**src/hw/rtl/mbup_pkg.sv**
```systemverilog
package mbup_pkg;

  localparam int unsigned ADDR_W = 3;
  localparam int unsigned DATA_W = 32;
  localparam logic CABLE_REG = 1'b0;

  localparam logic [7:0] SYSEX_OPEN  = 8'hF0;
  localparam logic [7:0] SYSEX_CLOSE = 8'hF7;
  localparam logic [3:0] SYSTEM_NIBBLE = 4'hF;

  localparam logic [3:0] CIN_SYSCOM2    = 4'd2;
  localparam logic [3:0] CIN_SYSCOM3    = 4'd3;
  localparam logic [3:0] CIN_SYSEX_DATA = 4'd4;
  localparam logic [3:0] CIN_END1       = 4'd5;
  localparam logic [3:0] CIN_END2       = 4'd6;
  localparam logic [3:0] CIN_END3       = 4'd7;

  typedef struct packed {
    logic [3:0] cable;
    logic [3:0] cin;
    logic [7:0] byte0;
    logic [7:0] byte1;
    logic [7:0] byte2;
  } event_t;

  typedef struct packed {
    logic       known;
    logic [1:0] count;
  } msg_len_t;

  // Number of data bytes that follow a status byte.
  function automatic msg_len_t data_length(input logic [7:0] s);
    msg_len_t r;
    r.known = 1'b1;
    r.count = 2'd2;
    if (s[7:4] != SYSTEM_NIBBLE) begin
      r.count = ((s[7:4] == 4'hC) || (s[7:4] == 4'hD)) ? 2'd1 : 2'd2;
    end else begin
      case (s)
        8'hF1, 8'hF3: r.count = 2'd1;
        8'hF2: r.count = 2'd2;
        8'hF6, 8'hF8, 8'hFA, 8'hFB, 8'hFC, 8'hFE, 8'hFF: r.count = 2'd0;
        default: r.known = 1'b0;
      endcase
    end
    return r;
  endfunction

endpackage

```
**src/hw/rtl/mbup_cfg.sv**
```systemverilog
module mbup_cfg (
  input  logic                         clk,
  input  logic                         rst,
  input  logic                         psel,
  input  logic                         penable,
  input  logic                         pwrite,
  input  logic [mbup_pkg::ADDR_W-1:0]  paddr,
  input  logic [mbup_pkg::DATA_W-1:0]  pwdata,
  output logic [mbup_pkg::DATA_W-1:0]  prdata,
  output logic                         pready,
  output logic [3:0]                   cable
);
  import mbup_pkg::*;

  logic reg_hit;

  assign reg_hit = (paddr[ADDR_W-1] == CABLE_REG);
  assign pready  = 1'b1;
  assign prdata  = reg_hit ? {{(DATA_W-4){1'b0}}, cable} : '0;

  always_ff @(posedge clk) begin
    if (rst) begin
      cable <= 4'd0;
    end else if (psel && penable && pwrite && reg_hit) begin
      cable <= pwdata[3:0];
    end
  end

endmodule

```
**src/hw/rtl/mbup_parser.sv**
```systemverilog
module mbup_parser (
  input  logic             clk,
  input  logic             rst,
  input  logic             accept,
  input  logic [7:0]       midi_byte,
  input  logic [3:0]       cable,
  output logic             ev_valid,
  output mbup_pkg::event_t ev
);
  import mbup_pkg::*;

  typedef enum logic [1:0] {PH_IDLE, PH_NEED1, PH_NEED2, PH_SYSEX} phase_t;

  phase_t     phase, phase_next;
  logic [1:0] held_count, held_count_next;
  logic [7:0] held_bytes [3];
  logic [7:0] held_bytes_next [3];
  logic [1:0] slot;
  logic       done, sysex_end, sysex_full, emit;
  logic [3:0] cin;
  msg_len_t   len;

  always_comb begin
    phase_next      = phase;
    held_count_next = held_count;
    held_bytes_next = held_bytes;
    done            = 1'b0;
    sysex_end       = 1'b0;
    len             = data_length(midi_byte);
    slot            = (held_count == 2'd3) ? 2'd0 : held_count;
    case (phase)
      PH_NEED1, PH_NEED2, PH_SYSEX: begin
        held_bytes_next[slot] = midi_byte;
        held_count_next       = held_count + 2'd1;
        if (phase == PH_NEED2) begin
          phase_next = PH_NEED1;
        end else if (phase == PH_NEED1) begin
          done = 1'b1;
        end else if (midi_byte == SYSEX_CLOSE) begin
          sysex_end = 1'b1;
        end
      end
      default: begin
        phase_next = PH_IDLE;
        if (midi_byte[7]) begin
          held_bytes_next[0] = midi_byte;
          if (midi_byte == SYSEX_OPEN) begin
            held_count_next = 2'd1;
            phase_next      = PH_SYSEX;
          end else if (len.known) begin
            held_count_next = 2'd1;
            if (len.count == 2'd0) begin
              done = 1'b1;
            end else begin
              phase_next = (len.count == 2'd2) ? PH_NEED2 : PH_NEED1;
            end
          end
        end
      end
    endcase

    sysex_full = (phase_next == PH_SYSEX) && (held_count_next == 2'd3);
    emit       = done || sysex_end || sysex_full;

    if (done) begin
      if (held_bytes_next[0][7] && (held_bytes_next[0][7:4] != SYSTEM_NIBBLE)) begin
        cin = held_bytes_next[0][7:4];
      end else if (held_count_next == 2'd2) begin
        cin = CIN_SYSCOM2;
      end else if (held_count_next == 2'd3) begin
        cin = CIN_SYSCOM3;
      end else begin
        cin = CIN_END1;
      end
    end else if (sysex_end) begin
      cin = (held_count_next == 2'd1) ? CIN_END1 :
            (held_count_next == 2'd2) ? CIN_END2 : CIN_END3;
    end else begin
      cin = CIN_SYSEX_DATA;
    end

    ev.cable = cable;
    ev.cin   = cin;
    ev.byte0 = (held_count_next >= 2'd1) ? held_bytes_next[0] : 8'd0;
    ev.byte1 = (held_count_next >= 2'd2) ? held_bytes_next[1] : 8'd0;
    ev.byte2 = (held_count_next == 2'd3) ? held_bytes_next[2] : 8'd0;
    ev_valid = accept && emit;
  end

  always_ff @(posedge clk) begin
    if (rst) begin
      phase      <= PH_IDLE;
      held_count <= 2'd0;
      held_bytes <= '{8'd0, 8'd0, 8'd0};
    end else if (accept) begin
      held_bytes <= held_bytes_next;
      if (emit) begin
        held_count <= 2'd0;
        phase      <= (done || sysex_end) ? PH_IDLE : phase_next;
      end else begin
        held_count <= held_count_next;
        phase      <= phase_next;
      end
    end
  end

endmodule

```
**src/hw/rtl/mbup_out_buf.sv**
```systemverilog
module mbup_out_buf (
  input  logic             clk,
  input  logic             rst,
  input  logic             push,
  input  mbup_pkg::event_t push_ev,
  output logic             full,
  output logic             out_valid,
  input  logic             out_stall,
  output mbup_pkg::event_t out_ev
);
  import mbup_pkg::*;

  logic   skid_valid;
  event_t skid_ev;
  logic   out_free;

  assign out_free = !out_valid || !out_stall;
  assign full     = skid_valid;

  always_ff @(posedge clk) begin
    if (rst) begin
      out_valid  <= 1'b0;
      skid_valid <= 1'b0;
    end else if (out_free) begin
      if (skid_valid) begin
        out_ev     <= skid_ev;
        out_valid  <= 1'b1;
        skid_valid <= 1'b0;
      end else begin
        out_valid <= push;
        if (push) begin
          out_ev <= push_ev;
        end
      end
    end else if (push) begin
      skid_valid <= 1'b1;
      skid_ev    <= push_ev;
    end
  end

endmodule

```
**src/hw/rtl/midi_byte_to_usb_event_packer.sv**
```systemverilog
// Packs a raw MIDI byte stream into USB-MIDI event packets. One byte is taken
// in every cycle while in_stall is low; the packet that a byte completes is
// registered into the output register, or into a skid register while the sink
// stalls. Two packets can wait at the output, so in_stall rises only when both
// registers are full and the sink is stalling. Channel, system common,
// one-byte system and system exclusive messages are handled; running status is
// not. Unused event bytes are zero. The cable number is register 0 of the APB
// port and should be written only while no message is in progress.
module midi_byte_to_usb_event_packer (
  input  logic                         clk,
  input  logic                         rst,
  input  logic                         in_valid,
  output logic                         in_stall,
  input  logic [7:0]                   midi_byte,
  output logic                         out_valid,
  input  logic                         out_stall,
  output logic [3:0]                   packet_cable,
  output logic [3:0]                   code_index,
  output logic [7:0]                   event_byte0,
  output logic [7:0]                   event_byte1,
  output logic [7:0]                   event_byte2,
  input  logic                         psel,
  input  logic                         penable,
  input  logic                         pwrite,
  input  logic [mbup_pkg::ADDR_W-1:0]  paddr,
  input  logic [mbup_pkg::DATA_W-1:0]  pwdata,
  output logic [mbup_pkg::DATA_W-1:0]  prdata,
  output logic                         pready
);
  import mbup_pkg::*;

  logic [3:0] cable_reg;
  logic       accept;
  logic       ev_valid;
  logic       buf_full;
  event_t     ev;
  event_t     out_ev;

  assign in_stall = buf_full;
  assign accept   = in_valid && !buf_full;

  mbup_cfg u_cfg (
    .clk     (clk),
    .rst     (rst),
    .psel    (psel),
    .penable (penable),
    .pwrite  (pwrite),
    .paddr   (paddr),
    .pwdata  (pwdata),
    .prdata  (prdata),
    .pready  (pready),
    .cable   (cable_reg)
  );

  mbup_parser u_parser (
    .clk       (clk),
    .rst       (rst),
    .accept    (accept),
    .midi_byte (midi_byte),
    .cable     (cable_reg),
    .ev_valid  (ev_valid),
    .ev        (ev)
  );

  mbup_out_buf u_out_buf (
    .clk       (clk),
    .rst       (rst),
    .push      (ev_valid),
    .push_ev   (ev),
    .full      (buf_full),
    .out_valid (out_valid),
    .out_stall (out_stall),
    .out_ev    (out_ev)
  );

  assign packet_cable = out_ev.cable;
  assign code_index   = out_ev.cin;
  assign event_byte0  = out_ev.byte0;
  assign event_byte1  = out_ev.byte1;
  assign event_byte2  = out_ev.byte2;

endmodule

```
**config.mk**
```make
export PLATFORM = sky130hd
export DESIGN_NAME = midi_byte_to_usb_event_packer
export DESIGN_NICKNAME = d
export VERILOG_FILES = /design/src/hw/rtl/mbup_pkg.sv /design/src/hw/rtl/mbup_cfg.sv /design/src/hw/rtl/mbup_parser.sv /design/src/hw/rtl/mbup_out_buf.sv /design/src/hw/rtl/midi_byte_to_usb_event_packer.sv
export SDC_FILE = /design/constraint.sdc
export NUM_CORES = 1
export LEC_CHECK = 0
export BUFFER_PORTS_ARGS = -buffer_cell sky130_fd_sc_hd__buf_2
export CAP_MARGIN = 20
export CORE_MARGIN = 4
export CORE_UTILIZATION = 40
export CTS_CLUSTER_DIAMETER = 50
export CTS_CLUSTER_SIZE = 16
export DETAILED_ROUTE_END_ITERATION = 12
export GPL_TIMING_DRIVEN = 0
export PLACE_DENSITY = 0.66
export SLEW_MARGIN = 30
export SYNTH_ARGS = -nofsm -noshare
export SYNTH_HDL_FRONTEND = slang
export SYNTH_SLANG_ARGS = --single-unit
export TNS_END_PERCENT = 10
```
**constraint.sdc**
```tcl
create_clock -name clk -period 6.4 [get_ports clk]
set_input_delay 0.96 -clock clk [delete_from_list [all_inputs] [get_ports clk]]
set_output_delay 0.96 -clock clk [all_outputs]
set_load 0.02 [all_outputs]
```
-- Word-level counts from Yosys, hierarchy flattened
Cells that the tools add are included.
- register bits after elaboration: 98
- input port bits: 50
- output and inout port bits: 67
- word-level logic and storage cells: 127
- $add $sub $neg: 1
- $lt $le $gt $ge: 4
- equal/unequal tests: 25
- multiplexer cells: 51
- bitwise logic cells: 4
- reductions and logical operators: 24
- operators by type and width (operator ; number):
    $eq 8x8->1 const B ; 12
    $mux 32 ; 2
    $mux 8 ; 6
    $mux 2 ; 17
    $bwmux 24 ; 1
    $mux 4 ; 6
    $demux 8 s2 ; 1
    $mux 16 ; 1
    $mux 1 ; 15
    $eq 2x2->1 const B ; 7
    $reduce_or 10->1 ; 1
    $eq 4x4->1 const B ; 2
    $logic_and 1x1->1 ; 8
    $ne 4x4->1 const B ; 2
    $reduce_or 7->1 ; 1
    $reduce_and 3->1 ; 2
    $eq 2x1->1 const B ; 2
    $logic_or 1x1->1 ; 4
    $pmux 2 s2 ; 1
    $reduce_or 2->1 ; 2
    $ge 3x3->1 const B ; 1
    $logic_not 1->1 ; 3
    $lt 3x1->1 const B ; 1
    $mux 3 ; 1
    8 further kinds ; 10

-- Depth between registers and ports, before layout
Gate-level depths: netlist of the first run.
- depth in word-level cells: 17
- mapped depth: 9

-- Hierarchy
A second synthesis of the first run with hierarchy kept.
- cells, all modules: 427
- area total of the unflattened synthesis: 4867.2 sq um
- by module, submodules not included (module ; instances ; cells each ; area each (sq um)):
    mbup_out_buf ; 1 ; 108 ; 2537.4
    mbup_parser ; 1 ; 265 ; 1864.3
    mbup_cfg ; 1 ; 53 ; 451.7
    midi_byte_to_usb_event_packer ; 1 ; 1 ; 13.8

-- Worst setup path after synthesis of the first run
Ideal clock, no wire load.
- path type: input to register
- start: input port midi_byte[6]
- end: register u_out_buf.skid_ev[0] in the netlist's numbering, enable pin
- setup time: 0.513 ns
- arrival: 5.275 ns
- required time: 5.887 ns
- slack: 0.612 ns
- cell stages on the path: 5
- buffers on the path: 1
- cell sequence: buf_2 > nand4_1 > o31ai_2 > or3b_2 > nor4b_1
- cells in the longest elaborated chain, start to end: 16
- elaborated cells on any way between the ends: 52
- RTL lines (what ; line ; text):
    start, declared ; midi_byte_to_usb_event_packer.sv:14 ; input logic [7:0] midi_byte,
    $eq 8x8->1 or $eq 4x4->1 (tied branches) ; mbup_pkg.sv:39, mbup_pkg.sv:37 ;
    $reduce_or 7->1, or another cell as far along ; mbup_pkg.sv:39 ; case (s)
    $pmux 2 s2 or $mux 2 (tied branches) ; mbup_pkg.sv:39, mbup_pkg.sv:37 ;
    $mux 2 ; mbup_pkg.sv:36 ; if (s[7:4] != SYSTEM_NIBBLE) begin
    $eq 2x2->1 ; mbup_parser.sv:55 ; phase_next = (len.count == 2'd2) ? PH_NEED2 : PH_NEED1;
    $mux 2 ; mbup_parser.sv:55 ;
    $mux 2 ; mbup_parser.sv:52 ; if (len.count == 2'd0) begin
    $mux 2 ; mbup_parser.sv:50 ; end else if (len.known) begin
    $mux 2 ; mbup_parser.sv:47 ; if (midi_byte == SYSEX_OPEN) begin
    $mux 2 ; mbup_parser.sv:45 ; if (midi_byte[7]) begin
    $mux 2 ; mbup_parser.sv:31 ; case (phase)
    $eq 2x2->1 ; mbup_parser.sv:62 ; sysex_full = (phase_next == PH_SYSEX) && (held_count_next == 2'd3);
    $logic_and 1x1->1 ; mbup_parser.sv:62 ;
    $logic_or 1x1->1 (*) ; mbup_parser.sv:63 ; emit = done || sysex_end || sysex_full;
    $logic_and 1x1->1 (*) ; mbup_parser.sv:87 ; ev_valid = accept && emit;
    $reduce_and 3->1 (no source line) (*) ; - ;
    end signal, assigned ; mbup_out_buf.sv:37 ; skid_ev <= push_ev;
    end, declared ; mbup_out_buf.sv:14 ; event_t skid_ev;
Mark *: on every way between the ends. The rest lies on a longest branch, timed or not.
A chain may end at the register's enable or synchronous reset.

-- Worst setup path after layout of the first run
- start: input port midi_byte[6]
- end: register u_out_buf.skid_ev[13] in the netlist's numbering, enable pin
The elaborated chain is that of the path after synthesis.

==> flow_metrics.tcl, run 1 <==
set metrics [dict create \
    path_class "in -> reg" \
    nFillCells 1082 \
    holdBufCountCts 0 \
    crit_arrival_ns 3.54 \
    timing.final.hold_violations 0 \
    firstDrtPassIters 4 \
    n_antenna_cell 0 \
    end_kind "register" \
    seq_area_frac_synth_pct 55.7 \
    vias 3450 \
    vdd_drop_max_v 0.000107 \
    synth.avg_cell_area_um2 10.4 \
    numCtsBuffers 9 \
    multi_input_area_mm2 0.00180 \
    ys_warn_count 0 \
    clock_path_buffers 2 \
    min_period_ns 3.50 \
    place.gp.congestion 0.896 \
    rows 39 \
    start_util_pct 40.9 \
    synth_area_leaders "edfxtp_1 41%, dfxtp_1 15%, nand2_1 6.1%" \
    outcome "finished clean" \
    grt_start_max_net_pins 16 \
    ant_nets 0 \
    fin_util_pct 48.6 \
    reg_top3 "u_out_buf.out_ev: 32 flops, u_out_buf.skid_ev: 32 flops, u_parser.held_bytes: 24 flops" \
    die_y_um 116 \
    drv_cap 0 \
    internal-power_mw 1.00 \
    synth.top_cell.area_share_pct 41.2 \
    powerDensity_mw_per_mm2 237 \
    power.clock.fraction_pct 36.1 \
    ys_top_cells_by_count "76 x nand2_1, 64 x edfxtp_1, 46 x nor2_1" \
    rsz0062_at_grt "false" \
    cts_tree "done" \
    synth_cells 448 \
    slew_violations 0 \
    worstSetupStartpointType "input pin" \
    grt_pass1_wl_mm 16.8 \
    setup_violations 0 \
    hold_path.class "reg -> reg" \
    first_global_vias 3369 \
    hpwl_mm 7.73 \
    post-route-cell-area_mm2 0.00555 \
    area_growth_pct 18.8 \
    portBuffers 55 \
    clkSinkCount 98 \
    clkLatencyLatePin_ns 0.34 \
    fin_worst_skew_ns 0.00496 \
    grt.total_usage_pct 16.2 \
    ctsHtreeMaxLevel 3 \
    via_per_inst 4.96 \
    synthesis.area_mm2 0.00467 \
    synth.most_common_cell "nand2_1" \
    synthFlopType "edfxtp_1" \
    die-area_mm2 0.0135 \
    placedInstanceArea_mm2 0.00529 \
    r2r_cells 9 \
    drc 0 \
    swShare_pct 24.1 \
    power_mw 1.32 \
    coreArea_mm2 0.0114 \
    comb_power_share_pct 11.8 \
    critPathRequiredTime_ns 6.44 \
    p_leak_nw 2.20 \
    path_clk_slew_ns 0.06 \
    drt_first_iter_violations 229 \
    cp-startpoint "midi_byte[6]" \
    cp_max_fo 9 \
    wl_per_cell_um 14.8 \
    synth-edff-count 64 \
    cts_setup_buffers 0 \
    reg2reg_from "u_parser.held_count[0]$_SDFFE_PP0P_" \
    setup.worst_path.end "u_out_buf.skid_ev[13]$_DFFE_PP_" \
    drive_above_1_share_pct 24.2 \
    reg2reg_to "u_out_buf.skid_ev[13]$_DFFE_PP_" \
    finalWirelength_mm 10.3 \
    synth_largest_area_cell "edfxtp_1" \
    grt.overflow.total 0 \
    async_flop_share_pct 0 \
    fmax_mhz 286 \
    ys_ff_latch 98 \
    worst_slew_pin_slew_ns 0.727 \
    clockRootBuffer "clkbuf_16" \
    p_sw_uw 317 \
    regArea_mm2 0.00260 \
    rrSetupSlack_ns 3.40 \
    period_share_pct 54.7 \
    ios 117 \
    ys_types 47 \
    slew_headroom_pct 51.5 \
    die_w_um 116 \
    antenna_found_initial 0 \
    power_frac_seq_pct 52.1 \
    nets 600 \
    cts_resized 0 \
]
through the flow:
stage | instances | hold WS (ns) | setup WS [ns] | setup TNS (ns)
final | 696 | 0.456 | 2.90 | 0
after global routing | 696 | 0.477 | 2.69 | 0
after CTS | 696 | 0.457 | 2.90 | 0
after detailed placement | 680 | 0.448 | 2.53 | 0
after global placement | 673 | 0.443 | -1.44 | -52.79
after floorplan | 475 | 0.436 | 0.612 | 0
worst min path at each step:
stage / end / slack, ns / start / depth (start not counted)
after global placement: u_parser.held_bytes[0]$_SDFFE_PP0P_ / 0.44 / u_parser.held_bytes[0]$_SDFFE_PP0P_ / 2
after global routing: u_parser.held_bytes[8]$_SDFFE_PP0P_ / 0.48 / u_parser.held_bytes[8]$_SDFFE_PP0P_ / 2
after CTS: u_parser.held_bytes[8]$_SDFFE_PP0P_ / 0.46 / u_parser.held_bytes[8]$_SDFFE_PP0P_ / 2
final: u_parser.held_bytes[0]$_SDFFE_PP0P_ / 0.46 / u_parser.held_bytes[0]$_SDFFE_PP0P_ / 2
after detailed placement: u_parser.held_bytes[8]$_SDFFE_PP0P_ / 0.45 / u_parser.held_bytes[8]$_SDFFE_PP0P_ / 2
after floorplan: u_parser.held_bytes[0]$_SDFFE_PP0P_ / 0.44 / u_parser.held_bytes[0]$_SDFFE_PP0P_ / 2
layout by cell type, fill, tap and decap left out, drive strengths merged, types with 2 or more instances in the layout:
master,n
a211oi,3
o31a,2
mux2,8
nor2,46
nand2b,3
o21ai,12
buf,103
or3b,2
a31oi,2
dfxtp,34
ha,2
and2,2
nor3,5
clkinv,3
o31ai,27
conb,29
clkbuf,30
inv,6
nand3,7
mux2i,24
nand2,76
nor2b,6
edfxtp,64
a21oi,38
nand4,3
critical path, cell delays in order:
cell and delay [ns]:
buf_2 0.23, nand4_1 0.32, o31ai_2 0.54, or3b_2 0.25, nor4b_2 0.47, buf_2 0.32
buf_2 0.24, buf_2 0.21
per-layer routing:
layer / track usage, % / vias up / wire length [um]
li1: - / 1733 / -
met1: 22.0 / 1588 / 4600
met2: 25.6 / 121 / 4760
met3: 2.98 / 8 / 853
met4: 6.34 / 0 / 113
met5: 0 / - / 0
power by group through the flow:
stage	registers, mW	clock network (mW)	logic [mW]
floorplan	0.703	0	0.115
global placement	0.701	0	0.150
detailed placement	0.700	0	0.154
CTS	0.687	0.489	0.154
global route	0.688	0.514	0.170
finish	0.687	0.475	0.155
layout make-up:
cell class	instances	share of cell area (%)
inverter	5	0.338
sequential	98	46.9
tap	143	3.23
clock inverter	4	0.361
buffer	59	6.68
clock buffer	12	4.26
timing repair buffer	62	5.82
multi-input combinational	313	32.4
kinds of logic (layout without fill, tap and decap cells):
| logic type | count (synthesis) | after routing | synth area share [%] |
|---|---|---|---|
| simple gates | 157 | 157 | 14.5 |
| flops | 98 | 98 | 55.7 |
| compound gates | 93 | 93 | 13.6 |
| buf+inv | 64 | 142 | 8.34 |
| mux | 32 | 32 | 7.08 |
| fa+ha+maj | 2 | 2 | 0.536 |
| other cells | 2 | 29 | 0.161 |
Note: power is estimated with default switching activity, not from simulation.
==> run 2, diff against run 1 <==
==> constraint.sdc (replaced) <==
create_clock -name clk -period 3.36 [get_ports clk]
set_input_delay 0.504 -clock clk [delete_from_list [all_inputs] [get_ports clk]]
set_output_delay 0.504 -clock clk [all_outputs]
set_load 0.02 [all_outputs]
==> flow_metrics.tcl, run 2 (synthesized netlist as in run 1, its figures left out) <==
set metrics [dict create \
    outcome "finished clean" \
    die_w_um 116 \
    clkSinkCount 98 \
    slowest_delay_ns 0.54 \
    final_common_cell "nand2_1" \
    area_growth_pct 20.4 \
    coreArea_mm2 0.0114 \
    die-area_mm2 0.0135 \
    antenna_found_initial 0 \
    rows 39 \
    ios 117 \
    cts_setup_buffers 0 \
    via_per_inst 5.00 \
    min_period_ns 2.66 \
    clockRootBuffer "clkbuf_16" \
    hold_path.class "in -> reg" \
    timing.final.hold_violations 0 \
    cts_tree "done" \
    rrSetupSlack_ns 0.70 \
    rsz0062_at_grt "false" \
    worst_slew_pin_slew_ns 0.766 \
    cp_slowest_cell "o31ai_2" \
    nets 598 \
    timing.hold.ws_ns 0.395 \
    setup_tns_ns 0 \
    portBuffers 55 \
    period_share_pct 79.2 \
    p_sw_uw 635 \
    grt.total_usage_pct 16.3 \
    fin_worst_skew_ns 0.00583 \
    vias 3467 \
    die_y_um 116 \
    vdd_drop_max_v 0.000259 \
    internal-power_mw 2.06 \
    power.clock.fraction_pct 40.4 \
    drv_cap 0 \
    clkLatencyLatePin_ns 0.34 \
    cp_max_fo 14 \
    p_leak_nw 2.21 \
    fmax_mhz 376 \
    power_frac_seq_pct 48.6 \
    cp_cell_sequence "buf_2, nand4_1, o31ai_2, or3b_2, a21oi_1, a211oi_4, buf_6" \
    firstDrtPassIters 5 \
    multi_input_area_mm2 0.00181 \
    slew_violations 0 \
    mostFrequentLayoutCells "76 x nand2_1, 64 x edfxtp_1, 63 x buf_2" \
    comb_power_share_pct 11.0 \
    reg2reg_to "u_out_buf.out_ev[14]$_DFFE_PP_" \
    start_util_pct 40.9 \
    wl_per_cell_um 15.1 \
    powerDensity_mw_per_mm2 479 \
    critPathRequiredTime_ns 3.41 \
    drt_first_iter_violations 264 \
    setup_violations 0 \
    swShare_pct 23.6 \
    clock_path_buffers 2 \
    stdcell_count 694 \
    reg_top3 "u_out_buf.out_ev: 32 flops, u_out_buf.skid_ev: 32 flops, u_parser.held_bytes: 24 flops" \
    finalWirelength_mm 10.5 \
    end_kind "register" \
    setup.worst_path.end "u_out_buf.out_ev[14]$_DFFE_PP_" \
    path_class "in -> reg" \
    first_global_vias 3452 \
    worstSetupStartpointType "input pin" \
    r2r_cells 8 \
    grt_start_max_net_pins 17 \
    drc 0 \
    hpwl_mm 7.74 \
    grt.overflow.total 0 \
    ctsHtreeMaxLevel 3 \
    numCtsBuffers 9 \
    place.gp.congestion 0.898 \
    cp-startpoint "midi_byte[6]" \
    dpl.cell_count 678 \
    post-route-cell-area_mm2 0.00562 \
    crit_arrival_ns 2.71 \
    slew_headroom_pct 49.0 \
    reg2reg_from "u_parser.held_count[0]$_SDFFE_PP0P_" \
    grt_pass1_wl_mm 16.9 \
    path_clk_slew_ns 0.06 \
    n_antenna_cell 0 \
    cts_resized 0 \
    regArea_mm2 0.00260 \
    placedInstanceArea_mm2 0.00530 \
    nFillCells 1098 \
    drive_above_1_share_pct 24.7 \
    holdBufCountCts 0 \
    ant_nets 0 \
]
[run 2: cell types whose count changed in the layout (fill, tap and decap cells not counted), sizes merged]
cell / previous run / this run
inv: 6 / 5
bufinv: 0 / 2
buf: 103 / 101
clkbuf: 30 / 27
clkinvlp: 0 / 2
[run 2: metrics by stage]
stage	total power [mW]	setup slack [ns]	util, %
finish	2.69	0.699	49.2
global route	2.79	0.463	49.2
CTS	2.71	0.629	49.2
detailed placement	1.63	0.290	46.4
global placement	1.62	-1.13	45.9
floorplan	1.56	0.0147	-
[run 2: layout make-up]
class | instances | share of cell area, %
Timing Repair Buffer | 60 | 5.77
Sequential cell | 98 | 46.3
Tap cell | 143 | 3.18
Multi-Input combinational cell | 313 | 32.1
Clock buffer | 9 | 4.01
Buffer | 59 | 6.59
Inverter | 5 | 0.334
Clock inverter | 7 | 1.67
[run 2: per-layer routing]
metal	routed length (um)	GRT usage [%]	up-vias	part of all wire [%]
met1	4760	20.9	1614	45
met5	0	0	-	0
met3	735	3.86	9	7.0
li1	-	-	1730	-
met4	119	6.03	0	1.1
met2	4880	26.9	114	47
[run 2: worst min-delay path by stage]
| stage | startpoint | to | slack [ns] | cells after the start |
|---|---|---|---|---|
| floorplan | u_parser.held_bytes[0]$_SDFFE_PP0P_ | u_parser.held_bytes[0]$_SDFFE_PP0P_ | 0.44 | 2 |
| global placement | u_parser.held_bytes[0]$_SDFFE_PP0P_ | u_parser.held_bytes[0]$_SDFFE_PP0P_ | 0.44 | 2 |
| detailed placement | u_parser.held_bytes[7]$_SDFFE_PP0P_ | u_parser.held_bytes[7]$_SDFFE_PP0P_ | 0.45 | 2 |
| CTS | pwdata[2] | u_cfg.cable[2]$_SDFFE_PP0P_ | 0.39 | 3 |
| global route | pwdata[2] | u_cfg.cable[2]$_SDFFE_PP0P_ | 0.40 | 3 |
| finish | pwdata[2] | u_cfg.cable[2]$_SDFFE_PP0P_ | 0.40 | 3 |
[run 2: power groups by stage]
stage | sequential, mW | combinational, mW | clock [mW]
5_1_grt | 1.31 | 0.327 | 1.15
3_5_place_dp | 1.33 | 0.294 | 0
3_3_place_gp | 1.33 | 0.288 | 0
2_1_floorplan | 1.34 | 0.220 | 0
6_report | 1.31 | 0.296 | 1.09
4_1_cts | 1.31 | 0.296 | 1.11
[run 2: critical path, delay by kind of cell]
| family | cells | cell delay, ns |
|---|---|---|
| buf+inv | 2 | 0.47 |
| compound gates | 3 | 1.16 |
| simple gates | 2 | 0.57 |
